--- src/hw/rtl/c2e_pkg.sv ---
package c2e_pkg;

  localparam int FracBits     = 16;
  localparam int AngleBits    = 17;
  localparam int CordicSteps  = 16;
  localparam int CordicPre    = 6;
  localparam int DivSteps     = AngleBits + 1;
  localparam int SqrtSteps    = 17;
  localparam int MaxFaceSize  = 1024;
  localparam int FaceSizeW    = 11;

  localparam logic [2:0] FACE_PX = 3'd0;
  localparam logic [2:0] FACE_NX = 3'd1;
  localparam logic [2:0] FACE_PY = 3'd2;
  localparam logic [2:0] FACE_NY = 3'd3;
  localparam logic [2:0] FACE_PZ = 3'd4;
  localparam logic [2:0] FACE_NZ = 3'd5;

  localparam logic signed [19:0] ANG_PI      = 20'sd131072;
  localparam logic signed [19:0] ANG_HALF_PI = 20'sd65536;

  // x/y carry the preshifted vector, z the accumulated angle (fraction of pi)
  typedef struct packed {
    logic signed [26:0] x;
    logic signed [26:0] y;
    logic signed [19:0] z;
  } cordic_st_t;

  function automatic logic signed [19:0] atan_entry(input int unsigned idx);
    logic signed [19:0] v;
    case (idx)
      0:       v = 20'sd32768;
      1:       v = 20'sd19344;
      2:       v = 20'sd10221;
      3:       v = 20'sd5188;
      4:       v = 20'sd2604;
      5:       v = 20'sd1303;
      6:       v = 20'sd652;
      7:       v = 20'sd326;
      8:       v = 20'sd163;
      9:       v = 20'sd81;
      10:      v = 20'sd41;
      11:      v = 20'sd20;
      12:      v = 20'sd10;
      13:      v = 20'sd5;
      14:      v = 20'sd3;
      15:      v = 20'sd1;
      default: v = 20'sd0;
    endcase
    return v;
  endfunction

  // Fold left half-plane into the right half before the rotations.
  function automatic cordic_st_t cordic_pre(input logic signed [17:0] y,
                                            input logic signed [17:0] x);
    cordic_st_t s;
    logic signed [26:0] xe;
    logic signed [26:0] ye;
    xe  = 27'(x) <<< CordicPre;
    ye  = 27'(y) <<< CordicPre;
    s.x = xe;
    s.y = ye;
    s.z = '0;
    if (x < 0) begin
      s.z = (y >= 0) ? ANG_PI : -ANG_PI;
      s.x = -xe;
      s.y = -ye;
    end
    return s;
  endfunction

endpackage

--- src/hw/rtl/c2e_div_cell.sv ---
// One restoring-division bit per cell.
module c2e_div_cell import c2e_pkg::*; (
  input  logic                 clk_i,
  input  logic [FaceSizeW-1:0] fs_i,
  input  logic [FaceSizeW-1:0] rem_i,
  input  logic [DivSteps-1:0]  nq_i,
  output logic [FaceSizeW-1:0] rem_o,
  output logic [DivSteps-1:0]  nq_o
);

  logic [FaceSizeW:0]   trial;
  logic                 ge;
  logic [FaceSizeW-1:0] rem_d, rem_q;
  logic [DivSteps-1:0]  nq_d, nq_q;

  always_comb begin
    trial = {rem_i, nq_i[DivSteps-1]};
    ge    = trial >= {1'b0, fs_i};
    rem_d = ge ? FaceSizeW'(trial - {1'b0, fs_i}) : trial[FaceSizeW-1:0];
    nq_d  = {nq_i[DivSteps-2:0], ge};
  end

  always_ff @(posedge clk_i) begin
    rem_q <= rem_d;
    nq_q  <= nq_d;
  end

  assign rem_o = rem_q;
  assign nq_o  = nq_q;

endmodule

--- config.mk ---
export PLATFORM = sky130hd
export DESIGN_NAME = c2e_div_cell
export DESIGN_NICKNAME = d
export VERILOG_FILES = /design/src/hw/rtl/c2e_pkg.sv /design/src/hw/rtl/c2e_div_cell.sv
export SDC_FILE = /design/constraint.sdc
export NUM_CORES = 1
export LEC_CHECK = 0
export BUFFER_PORTS_ARGS = -buffer_cell sky130_fd_sc_hd__buf_4
export CAP_MARGIN = 20
export CORE_MARGIN = 5
export CORE_UTILIZATION = 44
export DETAILED_ROUTE_END_ITERATION = 8
export PLACE_DENSITY_LB_ADDON = 0.3
export SYNTH_ARGS = -nofsm -noshare
export SYNTH_HDL_FRONTEND = slang
export SYNTH_SLANG_ARGS = --single-unit
export TNS_END_PERCENT = 10
--- constraint.sdc ---
create_clock -name clk_i -period 2.8 [get_ports clk_i]
set_input_delay 0.56 -clock clk_i [delete_from_list [all_inputs] [get_ports clk_i]]
set_output_delay 0.56 -clock clk_i [all_outputs]
set_load 0.01 [all_outputs]
==> out/results.txt <==
number of synthesized flops with an enable pin - 0
asr flop ratio synth - 0
# H-tree levels - 2
Sequential Power Share - 0.457
top_reg_cell synth - dfxtp_1
wire length per cell - 12.5 um
HP Class - input port to flop
Slew Limit Fails - 0
cts bufs inserted - 5
combinational share of power - 0.318
filler instances - 252
Initial Utilization - 0.448
Pwr Density - 536 mW/mm^2
height of the die - 65.1 um
CP arrival - 2570 ps
Syn Inst Count - 139
hold buffers post-CTS - 0
post-CTS setup buffers - 0
Buffers on Ports - 69
Yosys warnings - 0
RD Place Congestion - 0.886
Die Span X - 65.1 um
WL final - 3110 um
internal power - 728 uW
peak supply drop - 0.290 mV
nets - 268
CTS tree - built
CP required - 3030 ps
Mapped Avg Cell Area - 9.60 um^2
post-layout util - 0.651
sw frac - 0.299
Fmax - 426 MHz
routed vias - 1,239
initial antenna violation count - 0
worst-path maximum fanout - 13
FF+latch count, synth - 29
fraction of layout cells with a size suffix above 1 - 0.417
first-pass GRT wire length - 4970 um
Root Buffer - clkbuf_4
Ant. Diodes - 0
Netlist cell types - 35
clk slew on worst S/H paths - 100 ps
DP HPWL - 2570 um
via/cell ratio - 4.98
Net Sw Power - 311 uW
Least-Margin Pin Slew - 375 ps
post-CTS sizing - 0
Post-route DRC - 0
ANT nets after route - 0
Storage cell area - 581 um^2
core area - 0.00298 mm^2
run status - completed
WS Path Type - input port to flop
area delta synth->final - 45.2%
total placed cells including tap cells - 241
First DRT Iteration DRCs - 38
Worst Setup End Kind - flop
fin cells - 249
final period utilization - 0.838
Row Count - 20
multi-input gate area in the final layout - 672 um^2
GR Util All Layers - 0.151
Mapped Area - 0.00134 mm^2
slew margin rel. - 0.748
Clk pwr share - 0.226
RSZ-0062 raised after global routing - false
die area - 0.00424 mm^2
largest net degree at the start of global routing - 14
CTS max path bufs - 2
Tmin final - 2350 ps
post-route setup TNS - 0 ps
Overflow after GRT - 0
Final Hold Viols - 0
Boundary Pins - 70
Sink Count - 29
Syn Nets - 192
crit path launch type - input port
sequential fraction of the synthesis area - 0.435
Max Cap Viol - 0
Setup violations, final - 0
number of global-route vias before repair - 1,166
1st-pass router iterations - 4
Pleak - 0.000987 uW
[flip-flops by register name, summed over array words and instances (netlist names)]
register and cells:
rem_o 11, nq_o 18
[placed cells by master (no fill, tap or decap), types with 4 or more instances in the layout]
| master | netlist | layout |
|---|---|---|
| dfxtp_1 | 29 | 29 |
| o21ai_2 | 8 | 8 |
| clkbuf_4 | 0 | 5 |
| inv_1 | 16 | 16 |
| a21oi_1 | 6 | 6 |
| xor2_1 | 4 | 4 |
| nand2_1 | 19 | 19 |
| nor2_1 | 5 | 5 |
| buf_4 | 0 | 71 |
| ha_1 | 11 | 11 |
[power groups by stage]
stage	logic [uW]	clock network [uW]	registers, uW
final	330	234	474
after global routing	362	274	481
after CTS	333	247	475
after detailed placement	332	0	485
after global placement	324	0	483
after floorplan	161	0	510
[per-stage QoR]
step                hold WS (ps)  total power (uW)  cell area [um^2]  worst slack [ps]
global route                 311              1120              1940               398
detailed placement           666               817              1890               149
global placement             665               808              1890               287
CTS                          319              1060              1940               478
floorplan                    588               670              1340               526
finish                       332              1040              1940               454
[metal layers]
| layer | up-vias | GRT usage | part of all wire |
|---|---|---|---|
| met4 | 0 | 0.0544 | 0.013 |
| met2 | 51 | 0.257 | 0.46 |
| met3 | 7 | 0.0607 | 0.12 |
| li1 | 636 | - | - |
| met5 | - | 0 | 0 |
| met1 | 545 | 0.170 | 0.41 |
[critical path, stage by stage]
cell and delay [ps]:
buf_4 110, ha_1 210, fa_1 420, and2b_1 250, o21ai_2 70, a311oi_2 370, o2bb2ai_2 110, buf_4 190
o31ai_1 270
[cell usage after synthesis, types with 2 or more instances]
library cell	instances	area [um^2]
nand2_1	19	71.3
nand4_1	3	18.8
o31ai_1	2	15.0
inv_1	16	60.1
a21o_1	2	15.0
and3_1	2	12.5
o21ai_2	8	70.1
o21ai_1	2	10.0
o211ai_1	2	15.0
dfxtp_1	29	581
ha_1	11	138
nor2_1	5	18.8
nor2b_1	2	12.5
o21ai_0	3	15.0
xor2_1	4	35.0
xnor2_1	2	17.5
a21oi_1	6	30.0
buf_6	2	22.5
nand2b_1	3	18.8
[cells by family after synthesis]
logic type      Yosys count  share of synthesized area
flops                    29                      0.435
compound gates           35                      0.205
fa+ha+maj                12                      0.118
buf+inv                  18                     0.0619
xor+xnor                  6                     0.0394
simple gates             39                      0.141
[final cells by class]
type | instances | share of cell area
clock inverters | 2 | 0.00516
well taps | 33 | 0.0213
inverters | 16 | 0.0310
repair buffers | 71 | 0.275
flip-flops and latches | 29 | 0.300
clock buffers | 6 | 0.0213
multi-input cells | 92 | 0.347
[worst paths after layout]
path,from,depth (start not counted),to
max,fs_i[0],9,rem_o[4]
min,nq_i[8],1,nq_o[9]
Note: power is estimated with default switching activity, not from simulation.
