`src/hw/rtl/c2e_pkg.sv`:
```
package c2e_pkg;

  localparam int FracBits     = 16;
  localparam int AngleBits    = 17;
  localparam int CordicSteps  = 16;
  localparam int CordicPre    = 6;
  localparam int DivSteps     = AngleBits + 1;
  localparam int SqrtSteps    = 17;
  localparam int MaxFaceSize  = 1024;
  localparam int FaceSizeW    = 11;

  localparam logic [2:0] FACE_PX = 3'd0;
  localparam logic [2:0] FACE_NX = 3'd1;
  localparam logic [2:0] FACE_PY = 3'd2;
  localparam logic [2:0] FACE_NY = 3'd3;
  localparam logic [2:0] FACE_PZ = 3'd4;
  localparam logic [2:0] FACE_NZ = 3'd5;

  localparam logic signed [19:0] ANG_PI      = 20'sd131072;
  localparam logic signed [19:0] ANG_HALF_PI = 20'sd65536;

  // x/y carry the preshifted vector, z the accumulated angle (fraction of pi)
  typedef struct packed {
    logic signed [26:0] x;
    logic signed [26:0] y;
    logic signed [19:0] z;
  } cordic_st_t;

  function automatic logic signed [19:0] atan_entry(input int unsigned idx);
    logic signed [19:0] v;
    case (idx)
      0:       v = 20'sd32768;
      1:       v = 20'sd19344;
      2:       v = 20'sd10221;
      3:       v = 20'sd5188;
      4:       v = 20'sd2604;
      5:       v = 20'sd1303;
      6:       v = 20'sd652;
      7:       v = 20'sd326;
      8:       v = 20'sd163;
      9:       v = 20'sd81;
      10:      v = 20'sd41;
      11:      v = 20'sd20;
      12:      v = 20'sd10;
      13:      v = 20'sd5;
      14:      v = 20'sd3;
      15:      v = 20'sd1;
      default: v = 20'sd0;
    endcase
    return v;
  endfunction

  // Fold left half-plane into the right half before the rotations.
  function automatic cordic_st_t cordic_pre(input logic signed [17:0] y,
                                            input logic signed [17:0] x);
    cordic_st_t s;
    logic signed [26:0] xe;
    logic signed [26:0] ye;
    xe  = 27'(x) <<< CordicPre;
    ye  = 27'(y) <<< CordicPre;
    s.x = xe;
    s.y = ye;
    s.z = '0;
    if (x < 0) begin
      s.z = (y >= 0) ? ANG_PI : -ANG_PI;
      s.x = -xe;
      s.y = -ye;
    end
    return s;
  endfunction

endpackage

```
`src/hw/rtl/c2e_cordic_cell.sv`:
```
// One vectoring CORDIC micro-rotation.
module c2e_cordic_cell import c2e_pkg::*; #(
  parameter int unsigned STEP = 0
) (
  input  logic       clk_i,
  input  cordic_st_t st_i,
  output cordic_st_t st_o
);

  localparam logic signed [19:0] Atan = atan_entry(STEP);

  logic signed [26:0] xs;
  logic signed [26:0] ys;
  cordic_st_t         st_d, st_q;

  always_comb begin
    xs = st_i.x >>> STEP;
    ys = st_i.y >>> STEP;
    if (st_i.y >= 0) begin
      st_d.x = st_i.x + ys;
      st_d.y = st_i.y - xs;
      st_d.z = st_i.z + Atan;
    end else begin
      st_d.x = st_i.x - ys;
      st_d.y = st_i.y + xs;
      st_d.z = st_i.z - Atan;
    end
  end

  always_ff @(posedge clk_i) begin
    st_q <= st_d;
  end

  assign st_o = st_q;

endmodule

```
`config.mk`:
```
export PLATFORM = sky130hd
export DESIGN_NAME = c2e_cordic_cell
export DESIGN_NICKNAME = d
export VERILOG_FILES = /design/src/hw/rtl/c2e_pkg.sv /design/src/hw/rtl/c2e_cordic_cell.sv
export SDC_FILE = /design/constraint.sdc
export NUM_CORES = 1
export LEC_CHECK = 0
export BUFFER_PORTS_ARGS = -buffer_cell sky130_fd_sc_hd__buf_2
export CORE_MARGIN = 2
export CORE_UTILIZATION = 34
export DETAILED_ROUTE_END_ITERATION = 16
export PLACE_DENSITY = 0.56
export SYNTH_ARGS = -nofsm -noshare
export SYNTH_HDL_FRONTEND = slang
export SYNTH_SLANG_ARGS = --single-unit
export TNS_END_PERCENT = 50
```
`constraint.sdc`:
```
create_clock -name clk_i -period 2.7 [get_ports clk_i]
set_input_delay 0.405 -clock clk_i [delete_from_list [all_inputs] [get_ports clk_i]]
set_output_delay 0.405 -clock clk_i [all_outputs]
set_load 0.05 [all_outputs]
```
==> results by group <==
Setup path
  • Critical Path AT: 2.79 ns
  • Crit path launch: st_i[20]
  • Startpoint types: primary input
  • CP Capture Type: flop
  • Critical path type: primary input to flop
  • Crit-path max FO: 3
  • WP data required: 2.94 ns

Yosys
  • Post-synth top area cell: dfxtp_1
  • Mapped Cells: 738
  • Yosys warns: 0
  • Post-Syn Nets: 898
  • Post-synth ARST share: 0%
  • Yosys cell types: 67
  • Post-Syn Area: 5890 sq um
  • Yosys top cell area share: 24.8%
  • Syn Area/Cell: 7.99 sq um
  • EDFF count, synth: 0
  • Area contributors post-synth: dfxtp_1, ha_1, a21oi_1
  • Post-synthesis sequential area ratio: 24.8%
  • Post-synth top flop: dfxtp_1
  • Number of register bits inferred by synthesis: 73

Floorplan
  • Row count: 48
  • Core ar.: 17100 sq um
  • Initial Util: 34.4%
  • Die area: 18400 sq um
  • Num ports: 149
  • Die height: 136 microns
  • Die width: 136 microns

Timing
  • Slew margin rel.: 61.5%
  • Setup ws final: 0.154 ns
  • Worst-margin pin slew: 0.568 ns
  • Slew Viols, Final: 0
  • Final min period: 2.55 ns
  • Final setup violation count: 0
  • Unrepaired setup endpoints after global routing: false
  • Hold WS: 0.147 ns
  • FMAX: 0.393 GHz
  • Hold Fails Final Rpt: 0
  • Final Cycle Share: 94.3%

GRT
  • Largest net degree at the start of global routing: 28
  • Overall routing resource usage: 19.7%
  • First-pass GRT wire length: 28400 microns
  • Vias in the first global route: 5744
  • Initial antenna violation count: 0
  • Grt total ovfl: 0

Route
  • Drt first-iter violations: 304
  • WL per Instance: 14.6 microns
  • Drt pass-1 iters: 5
  • Final wirelength: 17800 microns
  • ANT nets after route: 0
  • Via/cell ratio: 4.80
  • DRC violations left: 0
  • Vias: 5836

Place
  • PortBufs: 148
  • Final HPWL DP: 14600 microns
  • Pre-CTS WS: -0.288 ns
  • Placed cell area: 7700 sq um
  • Routability congestion estimate: 0.925

Clock tree
  • CTS HTree Levels: 3
  • Max clock buf depth: 2
  • CTS tree: built
  • # Post-CTS Setup Buffers: 0
  • # hold bufs at CTS: 0
  • Root buf cell: clkbuf_16
  • CTS Buf Count: 9
  • CTS clk-pin slew, worst paths: 0.06 ns
  • CTS Sinks: 73

Layout
  • Nets@finish: 1146
  • Layout cells sized above 1: 31.7%
  • Final Util: 46.9%
  • Post-layout instance area: 8030 sq um
  • Max reg flops: 73
  • Syn-to-layout area delta: 36.3%
  • ANT cells: 0

Run
  • # Max-Cap Violations: 0

Power and ir drop
  • Power per cell area: 611 nW/um^2
  • Static Leak: 4.09 nW
  • Worst vdd ir: 0.000350 V

Worst hold path
  • Hold Crit Class: primary input to flop
  • Hold Crit Start: st_i[8]

Outcome
  • Outcome: finished clean
## cell families (layout without fill, tap and decap cells)
| group | Yosys count | in the layout | share of synthesized area (%) |
|---|---|---|---|
| AO/OA/AOI/OAI | 242 | 242 | 26.0 |
| buffers and inverters | 123 | 376 | 8.34 |
| multiplexers | 8 | 8 | 1.36 |
| XOR/XNOR | 54 | 54 | 8.03 |
| AND/OR/NAND/NOR | 153 | 153 | 12.9 |
| adder cells (fa/ha/maj) | 85 | 85 | 18.6 |
| flip-flops | 73 | 73 | 24.8 |
## Yosys cell counts (3+ instances only)
master,n
nor3_1,10
xnor2_1,47
o21ai_0,47
a211oi_1,7
clkbuf_1,14
inv_2,3
nand2_1,30
o21ai_1,5
a21oi_1,97
and3_1,3
nand2b_1,5
o211ai_2,3
o21bai_1,9
fa_1,4
nor2b_1,12
o31ai_1,7
dfxtp_1,73
a31oi_1,4
inv_1,85
nand4_1,5
mux2i_1,8
nor4_1,7
a21o_1,27
nor2_1,51
o22ai_1,3
buf_1,5
buf_2,12
or3_1,5
xor2_1,7
nand3_1,10
o211ai_1,5
ha_1,81
## per-layer routing
layer	vias up	part of all wire (%)	track usage, %
met5	-	0	0
met4	0	1.8	7.00
met3	23	5.2	3.11
met2	170	47	33.2
met1	2627	46	25.3
li1	3016	-	-
## where the power goes
group          switching [W]  internal, W  total, W
clock network       0.000523     0.000724   0.00125
registers          0.0000512      0.00129   0.00134
logic                0.00155     0.000767   0.00232
## placed cells by master (no fill, tap or decap), types with 5 or more instances in the layout
cell type and n:
o21bai_1 9, clkbuf_16 9, nand2_1 30, nand2b_1 5
nor4_1 7, xor2_1 7, nand3_1 10, mux2i_1 8
o31ai_1 7, nand4_1 5, nor2b_1 11, nor2_1 51
buf_4 122, nor3_1 10, o21ai_1 5, o211ai_1 5
or3_1 5, inv_1 85, o21ai_0 46, a21o_1 27
dfxtp_1 73, a21oi_1 95, xnor2_1 47, buf_2 148
ha_1 80, a211oi_1 6
## metrics by stage
stage	TNS [ns]	total power [W]	instances
4_1_cts	0	0.00493	1216
3_5_place_dp	-3.66	0.00366	1200
3_3_place_gp	-2.96	0.00366	1200
2_1_floorplan	0	0.00293	738
5_1_grt	0	0.00518	1216
6_report	0	0.00490	1216
## final cells by class
| cell class | count | area (sq um) |
|---|---|---|
| multi-input combinational | 542 | 3970 |
| timing repair buffer | 271 | 1680 |
| sequential | 73 | 1460 |
| inverter | 89 | 334 |
| tap | 225 | 282 |
| fill | 1781 | 9090 |
| clock inverter | 7 | 80.1 |
| clock buffer | 9 | 225 |
## path summary, 6_finish.rpt
| path | cells after the start | to |
|---|---|---|
| hold / removal | 1 | st_o[8]$_DFF_P_ |
| setup / recovery | 12 | st_o[73]$_DFF_P_ |
## repair_timing
item / in CTS / in global routing
gates resized for setup: 0 / 10
endpoints found under the setup margin: 0 / 9
endpoints found under the hold margin: 0 / 0
## worst max-delay path: stages
cell and delay, ns:
buf_2 0.12, ha_2 0.19, fa_2 0.34, nor2b_2 0.17, o211ai_2 0.15, a311o_1 0.29
a31oi_4 0.14, a311oi_2 0.25, nand2_1 0.14, a221oi_2 0.32, a22oi_2 0.13, xor2_1 0.15
No activity file was read; power rests on OpenSTA's default activity.
