`config.mk`:
```
export PLATFORM = sky130hd
export DESIGN_NAME = c2e_sqrt_cell
export DESIGN_NICKNAME = d
export VERILOG_FILES = /design/src/hw/rtl/c2e_pkg.sv /design/src/hw/rtl/c2e_sqrt_cell.sv
export SDC_FILE = /design/constraint.sdc
export NUM_CORES = 1
export LEC_CHECK = 0
export BUFFER_PORTS_ARGS = -buffer_cell sky130_fd_sc_hd__buf_2
export CORE_MARGIN = 1
export CORE_UTILIZATION = 45
export DETAILED_ROUTE_END_ITERATION = 7
export PLACE_DENSITY = 0.79
export SYNTH_ARGS = -nofsm -noshare
export SYNTH_HDL_FRONTEND = slang
export SYNTH_SLANG_ARGS = --single-unit
```
`constraint.sdc`:
```
create_clock -name clk_i -period 2.7 [get_ports clk_i]
set_input_delay 0.27 -clock clk_i [delete_from_list [all_inputs] [get_ports clk_i]]
set_output_delay 0.27 -clock clk_i [all_outputs]
set_load 0.02 [all_outputs]
```
`src/hw/rtl/c2e_pkg.sv`:
```
package c2e_pkg;

  localparam int FracBits     = 16;
  localparam int AngleBits    = 17;
  localparam int CordicSteps  = 16;
  localparam int CordicPre    = 6;
  localparam int DivSteps     = AngleBits + 1;
  localparam int SqrtSteps    = 17;
  localparam int MaxFaceSize  = 1024;
  localparam int FaceSizeW    = 11;

  localparam logic [2:0] FACE_PX = 3'd0;
  localparam logic [2:0] FACE_NX = 3'd1;
  localparam logic [2:0] FACE_PY = 3'd2;
  localparam logic [2:0] FACE_NY = 3'd3;
  localparam logic [2:0] FACE_PZ = 3'd4;
  localparam logic [2:0] FACE_NZ = 3'd5;

  localparam logic signed [19:0] ANG_PI      = 20'sd131072;
  localparam logic signed [19:0] ANG_HALF_PI = 20'sd65536;

  // x/y carry the preshifted vector, z the accumulated angle (fraction of pi)
  typedef struct packed {
    logic signed [26:0] x;
    logic signed [26:0] y;
    logic signed [19:0] z;
  } cordic_st_t;

  function automatic logic signed [19:0] atan_entry(input int unsigned idx);
    logic signed [19:0] v;
    case (idx)
      0:       v = 20'sd32768;
      1:       v = 20'sd19344;
      2:       v = 20'sd10221;
      3:       v = 20'sd5188;
      4:       v = 20'sd2604;
      5:       v = 20'sd1303;
      6:       v = 20'sd652;
      7:       v = 20'sd326;
      8:       v = 20'sd163;
      9:       v = 20'sd81;
      10:      v = 20'sd41;
      11:      v = 20'sd20;
      12:      v = 20'sd10;
      13:      v = 20'sd5;
      14:      v = 20'sd3;
      15:      v = 20'sd1;
      default: v = 20'sd0;
    endcase
    return v;
  endfunction

  // Fold left half-plane into the right half before the rotations.
  function automatic cordic_st_t cordic_pre(input logic signed [17:0] y,
                                            input logic signed [17:0] x);
    cordic_st_t s;
    logic signed [26:0] xe;
    logic signed [26:0] ye;
    xe  = 27'(x) <<< CordicPre;
    ye  = 27'(y) <<< CordicPre;
    s.x = xe;
    s.y = ye;
    s.z = '0;
    if (x < 0) begin
      s.z = (y >= 0) ? ANG_PI : -ANG_PI;
      s.x = -xe;
      s.y = -ye;
    end
    return s;
  endfunction

endpackage

```
`src/hw/rtl/c2e_sqrt_cell.sv`:
```
// One root bit per cell (digit-by-digit floor square root).
module c2e_sqrt_cell import c2e_pkg::*; (
  input  logic                   clk_i,
  input  logic [SqrtSteps+1:0]   rem_i,
  input  logic [SqrtSteps-1:0]   root_i,
  input  logic [2*SqrtSteps-1:0] rad_i,
  output logic [SqrtSteps+1:0]   rem_o,
  output logic [SqrtSteps-1:0]   root_o,
  output logic [2*SqrtSteps-1:0] rad_o
);

  logic [SqrtSteps+3:0]   cur;
  logic [SqrtSteps+3:0]   trial;
  logic                   ge;
  logic [SqrtSteps+1:0]   rem_d, rem_q;
  logic [SqrtSteps-1:0]   root_d, root_q;
  logic [2*SqrtSteps-1:0] rad_d, rad_q;

  always_comb begin
    cur    = {rem_i, rad_i[2*SqrtSteps-1 -: 2]};
    trial  = {2'b00, root_i, 2'b01};
    ge     = cur >= trial;
    rem_d  = ge ? (SqrtSteps+2)'(cur - trial) : cur[SqrtSteps+1:0];
    root_d = {root_i[SqrtSteps-2:0], ge};
    rad_d  = {rad_i[2*SqrtSteps-3:0], 2'b00};
  end

  always_ff @(posedge clk_i) begin
    rem_q  <= rem_d;
    root_q <= root_d;
    rad_q  <= rad_d;
  end

  assign rem_o  = rem_q;
  assign root_o = root_q;
  assign rad_o  = rad_q;

endmodule

```
==> results.cfg <==
[status]
status = complete, no violations

[routing]
via_per_inst = 4.85
final_antenna_net_count = 0
drt_iter0_markers = 52
wirelength_microns = 5970
remaining_drc_errors = 0
routedWlPerCell_microns = 12.4
dr_total_vias = 2337
firstDrtPassIters = 4

[placed_design]
port_buffers = 138
gp_congestion = 0.827
hpwl_microns = 4750

[clocking]
cts_setup_buffers = 0
clkSinkCount = 68
numCtsBuffers = 9
htreeDepth = 3
cts.path.max_buffers = 2
cts_hold_buf = 0
clk_pin_slew_ns = 0.08
cts_root_buf = clkbuf_8
ctsResizeCount = 0
tritoncts = done

[die]
initial_core_util_pct = 46.7
die-width_microns = 80.4
die_h_microns = 80.4
dieArea_sq_mm = 0.00646
core_sq_mm = 0.00592
ios = 141
core.rowCount = 28

[global_routing]
grt-ovfl-total = 0
first_global_vias = 2108
grt_pass1_wl_microns = 9280
grt_util_all_layers_pct = 18.7
antenna_found_initial = 0
grt_max_degree = 21

[min_path]
min_to = rad_o[13]
worstHoldStart = rad_i[11]
hp-class = primary input to flip-flop
hold_depth = 1

[timing]
setup_viol = 0
whs_ns = 0.0313
period_minus_slack_ns = 2.11
period_share_pct = 78.2
hold_violations = 0
rsz0062_at_grt = false
slew_violations = 0
fmax_ghz = 0.474
slew_headroom_pct = 65.7
tightest_slew_ns = 0.501
finalSetupTns_ns = 0

[synth]
synth-seq-area-share_pct = 49.3
synthCells = 261
yosysUniqueCellTypes = 43
ys_warn_count = 0
syn_area_sq_mm = 0.00276
ys_seq_elements = 68
syn_area_per_cell_sq_um = 10.6

[finish]
drive_gt1_share_pct = 43.2
nets = 493
antennaDiodeCount = 0
most-common-layout-cells = 138 x buf_2, 68 x dfxtp_1, 27 x inv_1
mostFrequentLayoutCell = buf_2
syn2layout_area_growth_pct = 32.5
nFillCells = 517

[setup_path]
cp-start-kind = primary input
end_kind = flip-flop
path_buf_inv = 3
path_max_fanout = 20
worst-endpoint-arrival_ns = 2.33
crit_family = simple AND/OR/NAND/NOR gates
cp_slowest_stage_delay_ns = 0.51
criticalPathCategory = primary input to flip-flop
path_cells = buf_2 -> inv_1 -> ha_1 -> and4_4 -> nand3_2 -> or4_1 -> nand3_1 -> a21oi_2 -> buf_12 -> mux2_4
crit_slowest_cell = or4_1
cp.required_ns = 2.92

[power_and_ir_drop]
p_leak_uw = 0.00184
vdd_drop_max_v = 0.000372
p_per_area_mw_per_mm2 = 672

[flow_run]
maxCapViolations = 0
==> metal layers <==
layer / wire [microns] / track usage (%)
met1: 2460 / 19.9
met2: 2990 / 34.2
met3: 453 / 5.91
met4: 69 / 6.43
met5: 0 / 0
==> cell type report <==
cell class | count | area [sq um] | share of cell area [%]
timing repair buffer | 141 | 726 | 19.8
multi-input combinational | 156 | 1220 | 33.4
clock inverter | 5 | 30.0 | 0.820
clock buffer | 10 | 128 | 3.49
inverter | 27 | 101 | 2.77
sequential | 68 | 1360 | 37.2
tap | 75 | 93.8 | 2.56
==> synthesized netlist by cell type <==
master     count  area [sq um]
a2111oi_0      1          8.76
nand2_1       14          52.6
or4_1          1          7.51
and4_4         1          11.3
nand3_1        3          15.0
xor2_1         7          61.3
nor2b_1        2          12.5
buf_2          1          5.00
conb_1         1          3.75
or2_2          1          6.26
nand3b_1       1          7.51
buf_6          3          33.8
o311ai_0       2          17.5
o21ba_2        1          10.0
nor3_1         3          15.0
nand2b_1       3          18.8
buf_4          4          30.0
a221oi_1       1          8.76
o21ai_1        2          10.0
a21oi_1       20           100
clkbuf_2       3          15.0
o21ai_2        1          8.76
o21ai_0        9          45.0
mux2_4        14           210
mux2_2         1          11.3
mux2i_1        4          40.0
and2b_1        1          7.51
nand4_1        5          31.3
a21boi_0       1          7.51
dfxtp_1       68          1360
o21a_1         4          30.0
inv_1         27           101
xnor2_1        8          70.1
a21oi_2        1          8.76
o2111ai_1      3          26.3
nand3_2        1          10.0
nor2_1         9          33.8
o221ai_1       1          8.76
a211oi_1       2          15.0
a31oi_1        3          18.8
nor3b_1        1          7.51
ha_1          19           238
o211ai_1       3          22.5
==> state kept, by name, indices dropped and copies added (netlist names) <==
| signal | count |
|---|---|
| rem_o | 19 |
| rad_o | 32 |
| root_o | 17 |
==> power breakdown <==
part           switching (uW)  internal (uW)  leakage [uW]
combinational             359            279       0.00119
clock                     371            323     0.0000779
sequential               21.5           1110      0.000574
==> stage by stage <==
stage	utilization [%]	cells	power, uW	setup slack [ns]	instance area (sq um)
6_report	61.8	482	2460	0.590	3660
5_1_grt	61.8	482	2590	0.475	3660
4_1_cts	61.8	482	2480	0.617	3660
3_5_place_dp	59.2	467	1790	0.257	3500
3_3_place_gp	59.2	467	1780	0.304	3500
2_1_floorplan	-	262	1590	0.518	2770
==> how the worst max path moves through the flow <==
stage / depth (start not counted) / end / from / slack, ns
2_1_floorplan: 10 / rem_o[10] / root_i[12] / 0.52
3_3_place_gp: 10 / rem_o[9] / root_i[13] / 0.30
3_5_place_dp: 9 / rem_o[13] / rem_i[0] / 0.26
4_1_cts: 10 / rem_o[7] / root_i[13] / 0.62
5_1_grt: 9 / rem_o[9] / root_i[10] / 0.47
6_report: 10 / rem_o[7] / root_i[13] / 0.59
==> logic make-up (layout without fill, tap and decap cells) <==
family	after synthesis	count (layout)	synth area share (%)
fa+ha+maj	19	19	8.60
mux	19	19	9.46
compound gates	55	55	12.5
other cells	1	2	0.136
buf+inv	38	183	6.70
xor+xnor	15	15	4.75
simple gates	46	46	8.56
flops	68	68	49.3
Note: power is estimated with default switching activity, not from simulation.
